## src/rtl/lir_pkg.sv

```systemverilog
// ----------------------------------------------------------------------------
// lir_pkg: shared definitions for the linear interpolation resampler
// Sample and phase widths, phase constants, register indexes and the command
// and status groups that join the controller to the datapath.
// ----------------------------------------------------------------------------
package lir_pkg;

	// Sample and phase geometry.
	localparam int SAMPLE_BITS     = 24;
	localparam int PHASE_FRAC_BITS = 20;
	localparam int PHASE_BITS      = PHASE_FRAC_BITS + 5;
	localparam int MAX_UPSAMPLE    = 16;
	localparam int MAX_CHANNELS    = 2;
	localparam int CNT_BITS        = $clog2(MAX_UPSAMPLE);

	// Product of a difference (SAMPLE_BITS+1) and a phase of at most 1.0.
	localparam int PROD_BITS = SAMPLE_BITS + PHASE_FRAC_BITS + 3;

	// Phase constants in unsigned Q5.PHASE_FRAC_BITS.
	localparam logic [PHASE_BITS-1:0] PH_ONE   = PHASE_BITS'(64'd1 << PHASE_FRAC_BITS);
	localparam logic [PHASE_BITS-1:0] STEP_MIN = PHASE_BITS'(
		((64'd1 << PHASE_FRAC_BITS) + 64'(MAX_UPSAMPLE) - 64'd1) / 64'(MAX_UPSAMPLE));
	localparam logic [PHASE_BITS-1:0] STEP_MAX = PHASE_BITS'(64'd16 << PHASE_FRAC_BITS);
	localparam logic [PROD_BITS-1:0]  ROUND_BIAS = PROD_BITS'((64'd1 << PHASE_FRAC_BITS) - 64'd1);

	// Configuration port.
	localparam int CFG_IDX_BITS  = 2;
	localparam int CFG_DATA_BITS = PHASE_BITS;
	localparam logic [CFG_IDX_BITS-1:0] REG_RESAMPLE_ENABLE = 2'd0;
	localparam logic [CFG_IDX_BITS-1:0] REG_STEP_RATIO      = 2'd1;
	localparam logic [CFG_IDX_BITS-1:0] REG_STEREO_MODE     = 2'd2;

	typedef logic signed [SAMPLE_BITS-1:0] sample_t;
	typedef logic [PHASE_BITS-1:0]         phase_t;

	// Commands from the controller to the datapath.
	typedef struct packed {
		logic accept;   // capture the incoming frame
		logic mul;      // form the interpolation products
		logic emit;     // load one interpolated result into the output register
		logic pass;     // load the frame unchanged into the output register
	} cmd_t;

	// Status from the datapath to the controller.
	typedef struct packed {
		logic bypass;   // interpolation is switched off
		logic skip;     // the next frame gives no result, the phase is past 1.0
		logic stop;     // the result being emitted is the last of this frame
	} status_t;

endpackage

```

## src/rtl/lir_ctrl.sv

```systemverilog
// ----------------------------------------------------------------------------
// lir_ctrl: sequencing for the linear interpolation resampler
// Accepts one frame at a time, steps the datapath through multiply and emit
// phases per result, or a pass if bypassed, and owns the output valid flag.
// ----------------------------------------------------------------------------
module lir_ctrl (
	input  logic             clk,
	input  logic             arst_n,
	input  logic             in_valid,
	output logic             in_ready,
	output logic             out_valid,
	input  logic             out_ready,
	input  lir_pkg::status_t status,
	output lir_pkg::cmd_t    cmd
);
	import lir_pkg::*;

	typedef enum logic [1:0] {
		ST_IDLE,
		ST_MUL,
		ST_EMIT,
		ST_PASS
	} state_t;

	state_t state_q;
	state_t state_nx;
	logic   out_valid_q;
	logic   slot_free;

	// The output register can take a new beat when empty or being emptied.
	assign slot_free = !out_valid_q || out_ready;
	assign in_ready  = (state_q == ST_IDLE);
	assign out_valid = out_valid_q;

	// Commands decoded from the current state.
	always_comb begin
		cmd.accept = in_valid && (state_q == ST_IDLE);
		cmd.mul    = (state_q == ST_MUL);
		cmd.emit   = (state_q == ST_EMIT) && slot_free;
		cmd.pass   = (state_q == ST_PASS) && slot_free;
	end

	// Next state. A frame that gives no result is finished on acceptance.
	always_comb begin
		state_nx = state_q;
		unique case (state_q)
			ST_IDLE: begin
				if (in_valid) begin
					if (status.bypass) begin
						state_nx = ST_PASS;
					end else if (!status.skip) begin
						state_nx = ST_MUL;
					end
				end
			end
			ST_MUL: begin
				state_nx = ST_EMIT;
			end
			ST_EMIT: begin
				if (slot_free) begin
					state_nx = status.stop ? ST_IDLE : ST_MUL;
				end
			end
			ST_PASS: begin
				if (slot_free) begin
					state_nx = ST_IDLE;
				end
			end
			default: begin
				state_nx = ST_IDLE;
			end
		endcase
	end

	// State and output valid flag.
	always_ff @(posedge clk or negedge arst_n) begin
		if (!arst_n) begin
			state_q     <= ST_IDLE;
			out_valid_q <= 1'b0;
		end else begin
			state_q <= state_nx;
			if (cmd.emit || cmd.pass) begin
				out_valid_q <= 1'b1;
			end else if (out_ready) begin
				out_valid_q <= 1'b0;
			end
		end
	end

endmodule

```

## src/rtl/lir_datapath.sv

```systemverilog
// ----------------------------------------------------------------------------
// lir_datapath: arithmetic and state of the linear interpolation resampler
// Holds the configuration, the previous frame, the phase accumulator and the
// result counter, forms prev + phase * (cur - prev) per channel through a
// registered product stage and drives the output payload register.
// ----------------------------------------------------------------------------
module lir_datapath (
	input  logic                                clk,
	input  logic                                arst_n,
	input  logic                                cfg_wr_en,
	input  logic [lir_pkg::CFG_IDX_BITS-1:0]    cfg_index,
	input  logic [lir_pkg::CFG_DATA_BITS-1:0]   cfg_data,
	input  lir_pkg::sample_t                    left_sample,
	input  lir_pkg::sample_t                    right_sample,
	input  logic                                block_last,
	input  lir_pkg::cmd_t                       cmd,
	output lir_pkg::status_t                    status,
	output lir_pkg::sample_t                    left_out,
	output lir_pkg::sample_t                    right_out,
	output logic                                run_last,
	output logic                                block_end
);
	import lir_pkg::*;

	// Round the product toward zero, add the held sample and saturate.
	function automatic sample_t lerp_finish(input sample_t held,
	                                        input logic signed [PROD_BITS-1:0] prod);
		logic signed [PROD_BITS-1:0]   adj;
		logic signed [PROD_BITS-1:0]   shifted;
		logic signed [SAMPLE_BITS+1:0] sum;
		logic signed [SAMPLE_BITS+1:0] maxv;
		logic signed [SAMPLE_BITS+1:0] minv;
		adj     = prod[PROD_BITS-1] ? (prod + $signed(ROUND_BIAS)) : prod;
		shifted = adj >>> PHASE_FRAC_BITS;
		sum     = $signed({{2{held[SAMPLE_BITS-1]}}, held}) + shifted[SAMPLE_BITS+1:0];
		maxv    = $signed({3'b000, {(SAMPLE_BITS-1){1'b1}}});
		minv    = $signed({3'b111, {(SAMPLE_BITS-1){1'b0}}});
		if (sum > maxv) begin
			lerp_finish = maxv[SAMPLE_BITS-1:0];
		end else if (sum < minv) begin
			lerp_finish = minv[SAMPLE_BITS-1:0];
		end else begin
			lerp_finish = sum[SAMPLE_BITS-1:0];
		end
	endfunction

	// Configuration registers.
	logic   resample_enable_q;
	phase_t step_ratio_q;
	logic   stereo_mode_q;

	// Frame history and phase.
	sample_t             held_left_q;
	sample_t             held_right_q;
	logic                have_history_q;
	phase_t              phase_acc_q;
	logic [CNT_BITS-1:0] cnt_q;

	// Captured frame.
	sample_t cur_left_q;
	sample_t cur_right_q;
	logic    cur_last_q;

	// Product stage.
	logic signed [PROD_BITS-1:0] prod_left_s1;
	logic signed [PROD_BITS-1:0] prod_right_s1;

	// Output payload.
	sample_t left_out_q;
	sample_t right_out_q;
	logic    run_last_q;
	logic    block_end_q;

	logic                          stereo;
	phase_t                        step_eff;
	phase_t                        phase_nx;
	logic                          stop;
	logic                          skip;
	logic signed [SAMPLE_BITS:0]   diff_left;
	logic signed [SAMPLE_BITS:0]   diff_right;
	logic signed [PHASE_FRAC_BITS+1:0] phase_mul;

	assign stereo = stereo_mode_q && (MAX_CHANNELS > 1);

	// Clamp the step into its usable range.
	always_comb begin
		if (step_ratio_q < STEP_MIN) begin
			step_eff = STEP_MIN;
		end else if (step_ratio_q > STEP_MAX) begin
			step_eff = STEP_MAX;
		end else begin
			step_eff = step_ratio_q;
		end
	end

	// Phase advance and end-of-frame decision.
	assign phase_nx = phase_acc_q + step_eff;
	assign stop     = (phase_nx > PH_ONE) || (cnt_q == CNT_BITS'(MAX_UPSAMPLE - 1));

	// With history in place and the phase past 1.0 the next frame gives nothing.
	assign skip = resample_enable_q && have_history_q && (phase_acc_q > PH_ONE);

	assign status.bypass = !resample_enable_q;
	assign status.skip   = skip;
	assign status.stop   = stop;

	// Differences and the phase operand; the phase is at most 1.0 here.
	assign diff_left  = $signed({cur_left_q[SAMPLE_BITS-1], cur_left_q})
	                  - $signed({held_left_q[SAMPLE_BITS-1], held_left_q});
	assign diff_right = $signed({cur_right_q[SAMPLE_BITS-1], cur_right_q})
	                  - $signed({held_right_q[SAMPLE_BITS-1], held_right_q});
	assign phase_mul  = $signed({1'b0, phase_acc_q[PHASE_FRAC_BITS:0]});

	// Configuration writes; unknown indexes are ignored.
	always_ff @(posedge clk or negedge arst_n) begin
		if (!arst_n) begin
			resample_enable_q <= 1'b0;
			step_ratio_q      <= PH_ONE;
			stereo_mode_q     <= 1'b1;
		end else if (cfg_wr_en) begin
			unique case (cfg_index)
				REG_RESAMPLE_ENABLE: resample_enable_q <= cfg_data[0];
				REG_STEP_RATIO:      step_ratio_q      <= cfg_data;
				REG_STEREO_MODE:     stereo_mode_q     <= cfg_data[0];
				default: begin
				end
			endcase
		end
	end

	// History, phase and counter.
	always_ff @(posedge clk or negedge arst_n) begin
		if (!arst_n) begin
			held_left_q    <= '0;
			held_right_q   <= '0;
			have_history_q <= 1'b0;
			phase_acc_q    <= PH_ONE;
			cnt_q          <= '0;
		end else begin
			if (cmd.accept) begin
				cnt_q <= '0;
				if (resample_enable_q && !have_history_q) begin
					held_left_q <= left_sample;
					if (stereo) begin
						held_right_q <= right_sample;
					end
					phase_acc_q    <= PH_ONE;
					have_history_q <= 1'b1;
				end else if (skip) begin
					// No result: step the phase back by one and keep the frame.
					held_left_q <= left_sample;
					if (stereo) begin
						held_right_q <= right_sample;
					end
					phase_acc_q <= phase_acc_q - PH_ONE;
				end
			end
			if (cmd.emit) begin
				cnt_q <= cnt_q + CNT_BITS'(1);
				if (!stop) begin
					phase_acc_q <= phase_nx;
				end else if (phase_nx > PH_ONE) begin
					phase_acc_q <= phase_nx - PH_ONE;
				end else begin
					phase_acc_q <= PHASE_BITS'(1);
				end
			end
			if ((cmd.emit && stop) || cmd.pass) begin
				held_left_q <= cur_left_q;
				if (stereo) begin
					held_right_q <= cur_right_q;
				end
				have_history_q <= 1'b1;
			end
		end
	end

	// Frame capture.
	always_ff @(posedge clk) begin
		if (cmd.accept) begin
			cur_left_q  <= left_sample;
			cur_right_q <= right_sample;
			cur_last_q  <= block_last;
		end
	end

	// Interpolation products.
	always_ff @(posedge clk) begin
		if (cmd.mul) begin
			prod_left_s1  <= PROD_BITS'(diff_left * phase_mul);
			prod_right_s1 <= PROD_BITS'(diff_right * phase_mul);
		end
	end

	// Output payload register.
	always_ff @(posedge clk) begin
		if (cmd.emit) begin
			left_out_q  <= lerp_finish(held_left_q, prod_left_s1);
			right_out_q <= stereo ? lerp_finish(held_right_q, prod_right_s1) : '0;
			run_last_q  <= stop;
			block_end_q <= stop && cur_last_q;
		end else if (cmd.pass) begin
			left_out_q  <= cur_left_q;
			right_out_q <= stereo ? cur_right_q : '0;
			run_last_q  <= 1'b1;
			block_end_q <= cur_last_q;
		end
	end

	assign left_out  = left_out_q;
	assign right_out = right_out_q;
	assign run_last  = run_last_q;
	assign block_end = block_end_q;

endmodule

```

## src/rtl/linear_interp_resampler.sv

```systemverilog
// ----------------------------------------------------------------------------
// linear_interp_resampler: linear interpolation sample rate converter
// Takes one mono or stereo frame per input beat and emits the interpolated
// output samples that fall between the previous frame and this one.
//
// Usage:
//   Input channel: in_valid/in_ready with left_sample, right_sample and
//   block_last. One frame is taken at a time; in_ready is high whenever no
//   frame is in progress.
//   Output channel: out_valid/out_ready with left_out, right_out, run_last
//   and block_end. run_last marks the final beat caused by a frame.
//   Configuration: cfg_wr_en, cfg_index and cfg_data write resample_enable,
//   step_ratio and stereo_mode; write only while the block is idle.
//   Sequence: each interpolated result first has its products formed in the
//   shared multiplier pair, then is rounded, saturated and loaded into the
//   output register. A frame yields 0 to 16 results; after acceptance it
//   steps through the multiply and emit states once per result. A bypassed
//   frame gives one beat, loaded from the pass state.
//   Reset: clears the history, sets the phase to 1.0 and the registers to
//   their defaults; no clearing pass is needed.
//   Stall: when the receiver holds out_ready low the sequencer waits with
//   the next result; a new frame is taken while the final beat still waits.
// ----------------------------------------------------------------------------
module linear_interp_resampler (
	input  logic                              clk,
	input  logic                              arst_n,
	input  logic                              cfg_wr_en,
	input  logic [lir_pkg::CFG_IDX_BITS-1:0]  cfg_index,
	input  logic [lir_pkg::CFG_DATA_BITS-1:0] cfg_data,
	input  logic                              in_valid,
	output logic                              in_ready,
	input  lir_pkg::sample_t                  left_sample,
	input  lir_pkg::sample_t                  right_sample,
	input  logic                              block_last,
	output logic                              out_valid,
	input  logic                              out_ready,
	output lir_pkg::sample_t                  left_out,
	output lir_pkg::sample_t                  right_out,
	output logic                              run_last,
	output logic                              block_end
);
	import lir_pkg::*;

	cmd_t    cmd;
	status_t status;

	// Sequencer.
	lir_ctrl u_ctrl (
		.clk       (clk),
		.arst_n    (arst_n),
		.in_valid  (in_valid),
		.in_ready  (in_ready),
		.out_valid (out_valid),
		.out_ready (out_ready),
		.status    (status),
		.cmd       (cmd)
	);

	// Arithmetic, history and output payload.
	lir_datapath u_datapath (
		.clk          (clk),
		.arst_n       (arst_n),
		.cfg_wr_en    (cfg_wr_en),
		.cfg_index    (cfg_index),
		.cfg_data     (cfg_data),
		.left_sample  (left_sample),
		.right_sample (right_sample),
		.block_last   (block_last),
		.cmd          (cmd),
		.status       (status),
		.left_out     (left_out),
		.right_out    (right_out),
		.run_last     (run_last),
		.block_end    (block_end)
	);

endmodule
```

## config.mk

```make
export PLATFORM = sky130hd
export DESIGN_NAME = linear_interp_resampler
export DESIGN_NICKNAME = d
export VERILOG_FILES = /design/src/rtl/lir_pkg.sv /design/src/rtl/lir_ctrl.sv /design/src/rtl/lir_datapath.sv /design/src/rtl/linear_interp_resampler.sv
export SDC_FILE = /design/constraint.sdc
export NUM_CORES = 2
export LEC_CHECK = 0
export ABC_AREA = 0
export BUFFER_PORTS_ARGS = -buffer_cell sky130_fd_sc_hd__buf_2
export CORE_MARGIN = 3
export CORE_UTILIZATION = 25
export DETAILED_ROUTE_END_ITERATION = 8
export GPL_TIMING_DRIVEN = 0
export HOLD_SLACK_MARGIN = 0.15
export PLACE_DENSITY = 0.46
export SYNTH_ARGS = -nofsm -noshare
export SYNTH_HDL_FRONTEND = slang
export SYNTH_SLANG_ARGS = --single-unit
```

## constraint.sdc

```tcl
create_clock -name clk -period 13 [get_ports clk]
set_clock_uncertainty 0.05 [all_clocks]
set_input_delay 1.95 -clock clk [delete_from_list [all_inputs] [get_ports clk]]
set_output_delay 1.95 -clock clk [all_outputs]
set_load 0.01 [all_outputs]
```

After elaboration in Yosys (flattened, before gate mapping)
Index checks and enable logic that the tools add are counted.
{ "word_totals": {"ff_bits": 301, "inputBits": 81, "elab_cells": 127, "out_inout_bits": 52} }
{ "classes": {"n_eq_ne": 10, "reduce_logical": 30, "n_addsub": 10, "multipliers": 2, "muxes": 48, "n_lt_le_gt_ge": 8} }
{ "op_table": {"columns": ["cell", "n"], "rows": [
  ["2-to-1 mux 24 bit", 20],
  ["2-to-1 mux 25 bit", 8],
  ["multiplier 25 x 22 -> 47 bit", 2],
  ["adder 46 x 21 -> 46 bit (second input constant)", 2],
  ["2-to-1 mux 46 bit", 2],
  ["adder 26 bit", 2],
  ["> comparator 26 x 24 -> 1 bit (second input constant)", 2],
  ["< comparator 26 x 24 -> 1 bit (second input constant)", 2],
  ["> comparator 25 x 21 -> 1 bit (second input constant)", 2],
  ["subtractor 24 x 24 -> 25 bit", 2],
  ["subtractor 25 x 21 -> 25 bit (second input constant)", 2],
  ["adder 25 bit", 1],
  ["> comparator 25 bit (second input constant)", 1],
  ["< comparator 25 x 17 -> 1 bit (second input constant)", 1],
  ["AND reduction 2 bit", 6],
  ["2-to-1 mux 1 bit", 10],
  ["2-to-1 mux 2 bit", 5],
  ["nonzero test 2 bit", 5],
  ["logical AND 1 bit", 8],
  ["2-to-1 mux 4 bit", 2],
  ["one-hot mux 2 bit (4 select lines)", 1],
  ["equality test 2 bit (second input constant)", 3],
  ["nonzero test 3 bit", 2],
  ["adder 4 x 1 -> 4 bit (second input constant)", 1],
  ["9 further kinds", 16]
]} }

Logic depth before layout (Yosys ltp)
{ "logic_depth": {"depth_word": 10, "depth_mapped": 39, "mapped_depth_nobuf": 38} }

Cells and area by module
A second synthesis with hierarchy kept.
{ "unflattened": {"cells_unflattened": 6073, "hier_area_um2": 57114.8} }
{ "by_module_without_submodules": {"columns": ["mod", "cells_each", "area_each_um2", "seq_area_each_um2", "instances"], "rows": [
  ["lir_datapath", 6056, 56940.9, 8426.8, 1],
  ["lir_ctrl", 17, 173.9, 75.1, 1]
]} }

Least setup slack after synthesis
Ideal clock, no wire load.
{ "synth_timing": {"kind": "register -> register", "startpoint": "register u_datapath.cur_right_q[0]", "endpoint": "register u_datapath.prod_right_s1[45] (data pin)", "period_less_slack_ns": 9.451, "arrival_ns": 9.143, "path_slack_ns": 3.549, "required_time_ns": 12.692, "n_path_buf": 1, "setup_time_ns": 0.258, "stages_incl_launch_ff": 36, "cell_sequence": "edfxtp_1 inv_1 ha_1 fa_1 nand2b_1 a21oi_1 o21a_1 o211a_1 o31ai_1 a2111o_1 a31oi_1 a21o_1 a21oi_1 xnor2_1 clkbuf_1 nand2_1 fa_1 fa_1 fa_1 inv_1 fa_1 fa_1 fa_1 fa_1 ha_1 and3_1 and3_1 and3_1 a21oi_1 a31oi_1 o31ai_1 o21ai_0 o41ai_1 o21bai_1 a31oi_1 xnor2_1"} }
{ "synth_between": {"elab_chain_len": 2} }
{ "synth_lines": {"columns": ["element", "line_no", "text"], "rows": [
  ["start: declaration", "lir_datapath.sv:61", "sample_t cur_right_q;"],
  ["start signal: assignment", "lir_datapath.sv:182", "cur_right_q <= right_sample;"],
  ["subtractor 24 x 24 -> 25 bit", "lir_datapath.sv:111", "- $signed({held_right_q[SAMPLE_BITS-1], held_right_q});"],
  ["multiplier 25 x 22 -> 47 bit", "lir_datapath.sv:191", "prod_right_s1 <= PROD_BITS'(diff_right * phase_mul);"],
  ["end signal: assignment", "lir_datapath.sv:191", null],
  ["end: declaration", "lir_datapath.sv:66", "logic signed [PROD_BITS-1:0] prod_right_s1;"]
]} }
No other way between the ends.
A chain may end at the register's enable or synchronous reset.

Worst setup path in the final report
Same ends and word-level chain as after synthesis.

==> flow_metrics.py <==
metrics = {
    "synth": {
        "syn_inst": 5786,
        "syn_nets": 7319,
        "synthArstFlopShare_pct": 35.9,
        "ys_warn_count": 0,
        "avgSynthCellArea_sq_um": 9.66,
        "ys_seq_area_share_pct": 15.2,
        "ys_ff_latch": 301,
        "synth_top_area_share_pct": 38.5,
        "synth_edf_count": 193,
        "netlist.top_cell.by_area": "fa_1",
        "synth_flop_cell": "edfxtp_1",
        "syn_area_sq_um": 55900,
        "synth.area.top_cells": "fa_1 (38%), edfxtp_1 (10%), ha_1 (8.4%)",
        "synth_cell_types": 89,
    },
    "setup_path": {
        "cp.required_ps": 13310,
        "endpoint_kind": "flop",
        "worstSetupPathType": "flop to flop",
        "r2r_end": "u_datapath.prod_right_s1[45]",
        "cp.arrival_ps": 12370,
        "reg2reg_slack_ps": 940,
        "path_common_cell": "fa_1",
        "crit_path_max_incr_delay_ps": 650,
        "critPathMaxFanout": 10,
        "critPathLaunchType": "flop",
        "ff2ff_path_depth": 35,
        "timing.rr.start": "u_datapath.cur_right_q[0]",
        "crit_slowest_cell": "clkbuf_1",
    },
    "sta": {
        "hold-worst-slack_ps": 458,
        "setup_viol": 0,
        "finalHoldViolations": 0,
        "layout_setup_ws_ps": 938,
        "layout_min_cycle_time_ps": 12060,
        "relSlewSlack_pct": 6.65,
        "tns_ps": 0,
        "rsz0062_at_grt": "false",
        "max_freq_mhz": 82.9,
        "timing.final.crit_share_pct": 92.8,
        "slew_violations": 0,
        "worst_slew_pin_slew_ps": 1400,
    },
    "die": {
        "io_pins": 133,
        "placementRows": 172,
        "core_area_sq_um": 221000,
        "die_w_um": 479,
        "start_util_pct": 25.3,
        "die_h_um": 479,
        "die-area_sq_um": 229000,
    },
    "place": {
        "place_hpwl_um": 157000,
        "place_congestion": 0.897,
        "pre_cts_ws_ps": 645,
        "portBuffers": 132,
    },
    "clocking": {
        "tritoncts": "yes",
        "clkTransAtPathRegs_ps": 60,
        "cts_root_buf": "clkbuf_16",
        "max-clock-path-buffers": 3,
        "hold_buffers": 0,
        "cts_max_level": 2,
        "cts_sinks": 301,
        "insertion_delay_ps": 630,
        "cts_buffers": 40,
    },
    "routing": {
        "routed_wl_um": 189000,
        "post-route-drc-count": 0,
        "wl_per_cell_um": 21.1,
        "vias": 41500,
        "drt_first_pass_iters": 5,
        "viasPerCell": 4.62,
        "antenna_left": 0,
        "drt_iter0_drc": 2741,
    },
    "grt": {
        "grtUsageTotal_pct": 16.6,
        "grt_pass1_vias": 44100,
        "antenna_found_initial": 27,
        "grt_max_degree": 84,
        "overflow": 0,
        "grt_pass1_wl_um": 283000,
    },
    "worst_hold_path": {
        "hp-start": "u_datapath.have_history_q",
        "hold_path_end": "u_datapath.have_history_q",
        "min_path_type": "flop to flop",
        "whs_path_depth": 1,
    },
    "final_layout": {
        "area_growth_syn_to_layout_pct": 10.6,
        "final_nets": 7502,
        "fill_cells": 23600,
        "final_layout_size_suffix_gt1_share_pct": 5.18,
    },
    "status": {
        "outcome": "completed",
    },
    "flow_run": {
        "cap_violations": 0,
    },
}
==> flip-flops by register name, indices dropped and copies added (netlist names) <==
| register | flops |
|---|---|
| u_datapath.have_history_q | 1 |
| u_datapath.resample_enable_q | 1 |
| u_datapath.held_left_q | 24 |
| u_datapath.prod_left_s1 | 47 |
| u_datapath.cur_left_q | 24 |
| u_ctrl.out_valid | 1 |
| u_datapath.cur_right_q | 24 |
| u_datapath.run_last | 1 |
| u_datapath.held_right_q | 24 |
| u_ctrl.state_q | 2 |
| u_datapath.cnt_q | 4 |
| u_datapath.stereo | 1 |
| u_datapath.left_out | 24 |
| u_datapath.phase_acc_q | 25 |
| u_datapath.cur_last_q | 1 |
| u_datapath.prod_right_s1 | 47 |
| u_datapath.step_ratio_q | 25 |
| u_datapath.right_out | 24 |
| u_datapath.block_end | 1 |
==> per-stage QoR <==
stage / std cells / instance area, sq um / utilization [%]
after global routing: 8959 / 61800 / 28.0
after CTS: 8958 / 61800 / 28.0
final: 8966 / 61900 / 28.0
after floorplan: 5786 / 55900 / -
after detailed placement: 8885 / 60500 / 27.4
after global placement: 8876 / 60300 / 27.3
==> what timing repair did <==
| item | 4_1_cts | 5_1_grt |
|---|---|---|
| resized for setup | 0 | 2 |
| endpoints found under the setup margin | 0 | 2 |
| buffers inserted | 0 | 0 |
==> cell type report <==
class / count / area [sq um] / area share [%]
tap: 2958 / 3700 / 5.98
timing repair buffer: 141 / 855 / 1.38
clock inverter: 15 / 128 / 0.206
sequential: 301 / 8500 / 13.7
inverter: 1020 / 3830 / 6.19
multi-input combinational: 4183 / 42500 / 68.8
clock buffer: 58 / 1190 / 1.93
buffer: 282 / 1100 / 1.78
antenna: 8 / 20.0 / 0.0324
==> worst max-delay path by stage <==
stage                              start                      endpoint  slack [ps]  cells after the start
2_1_floorplan  u_datapath.cur_right_q[0]  u_datapath.prod_right_s1[45]        3550                     35
3_3_place_gp   u_datapath.cur_right_q[0]  u_datapath.prod_right_s1[46]         680                     33
3_5_place_dp   u_datapath.cur_right_q[0]  u_datapath.prod_right_s1[46]         650                     33
4_1_cts        u_datapath.cur_right_q[0]  u_datapath.prod_right_s1[46]         570                     33
5_1_grt        u_datapath.cur_right_q[0]  u_datapath.prod_right_s1[45]         220                     35
6_report       u_datapath.cur_right_q[0]  u_datapath.prod_right_s1[45]         940                     35
==> cells by family (layout without fill, tap and decap cells) <==
family	count (synthesis)	in the layout	share of synthesized area (%)
flops	301	301	15.2
mux	36	36	0.709
fa+ha+maj	1452	1452	46.9
other cells	0	8	0
xor+xnor	244	244	3.82
simple gates	1726	1726	15.4
compound gates	725	725	9.11
buf+inv	1302	1516	8.81
==> critical path, delay by kind of cell, from the launching register on <==
kind                       cells  cell delay (ps)
adders and majority gates     10             4470
AOI/OAI and AO/OA             15             4440
and+or+nand+nor                5             1020
buffers and inverters          3              770
xor gates and xnor gates       2              550
DFF                            1              480
==> cells in the mapped netlist, types with 7 or more instances <==
library cell  number
a31oi_1           19
a221o_1           71
a22o_1            15
nand4_1           32
nand3_1           49
or3_1             11
edfxtp_1         193
o31ai_1           15
xor2_1            72
o221a_2           26
nand2b_1          56
dfrtp_1          105
mux2i_1            7
a21o_1            84
and3_1            30
and2_1           478
nand2_1          684
ha_1             377
o22ai_1            8
nor2_1           163
xnor2_1          172
nor3b_1            8
nor3_1            54
o21ai_0          137
fa_1            1075
buf_2              9
clkbuf_1         267
or2_2             10
nor2b_1          101
mux2_2            28
a2111oi_0          8
nor4_1            26
a211o_1            7
inv_1           1019
o21bai_1          29
o21a_1            47
o211ai_1          10
a21oi_1          160
a211oi_1          17
==> metal layers <==
metal  global-route usage [%]  part of all wire [%]
met5                        0                 0.025
met4                     6.73                   4.7
met3                     2.90                   6.0
met2                     28.2                    48
met1                     20.7                    41
==> cell usage in the layout (no fill, tap or decap), types with 84 or more instances in the layout <==
master,count
xnor2_1,172
dfrtp_1,105
o21ai_0,137
buf_2,140
a21oi_1,160
nor2_1,162
and2_1,478
a21o_1,84
nand2_1,684
edfxtp_1,193
nor2b_1,99
inv_1,1018
clkbuf_1,272
ha_1,377
fa_1,1075
Power is left out: the tool's default activity adds up to more than one toggle a clock period on the data nets, which glitch-free logic cannot reach.
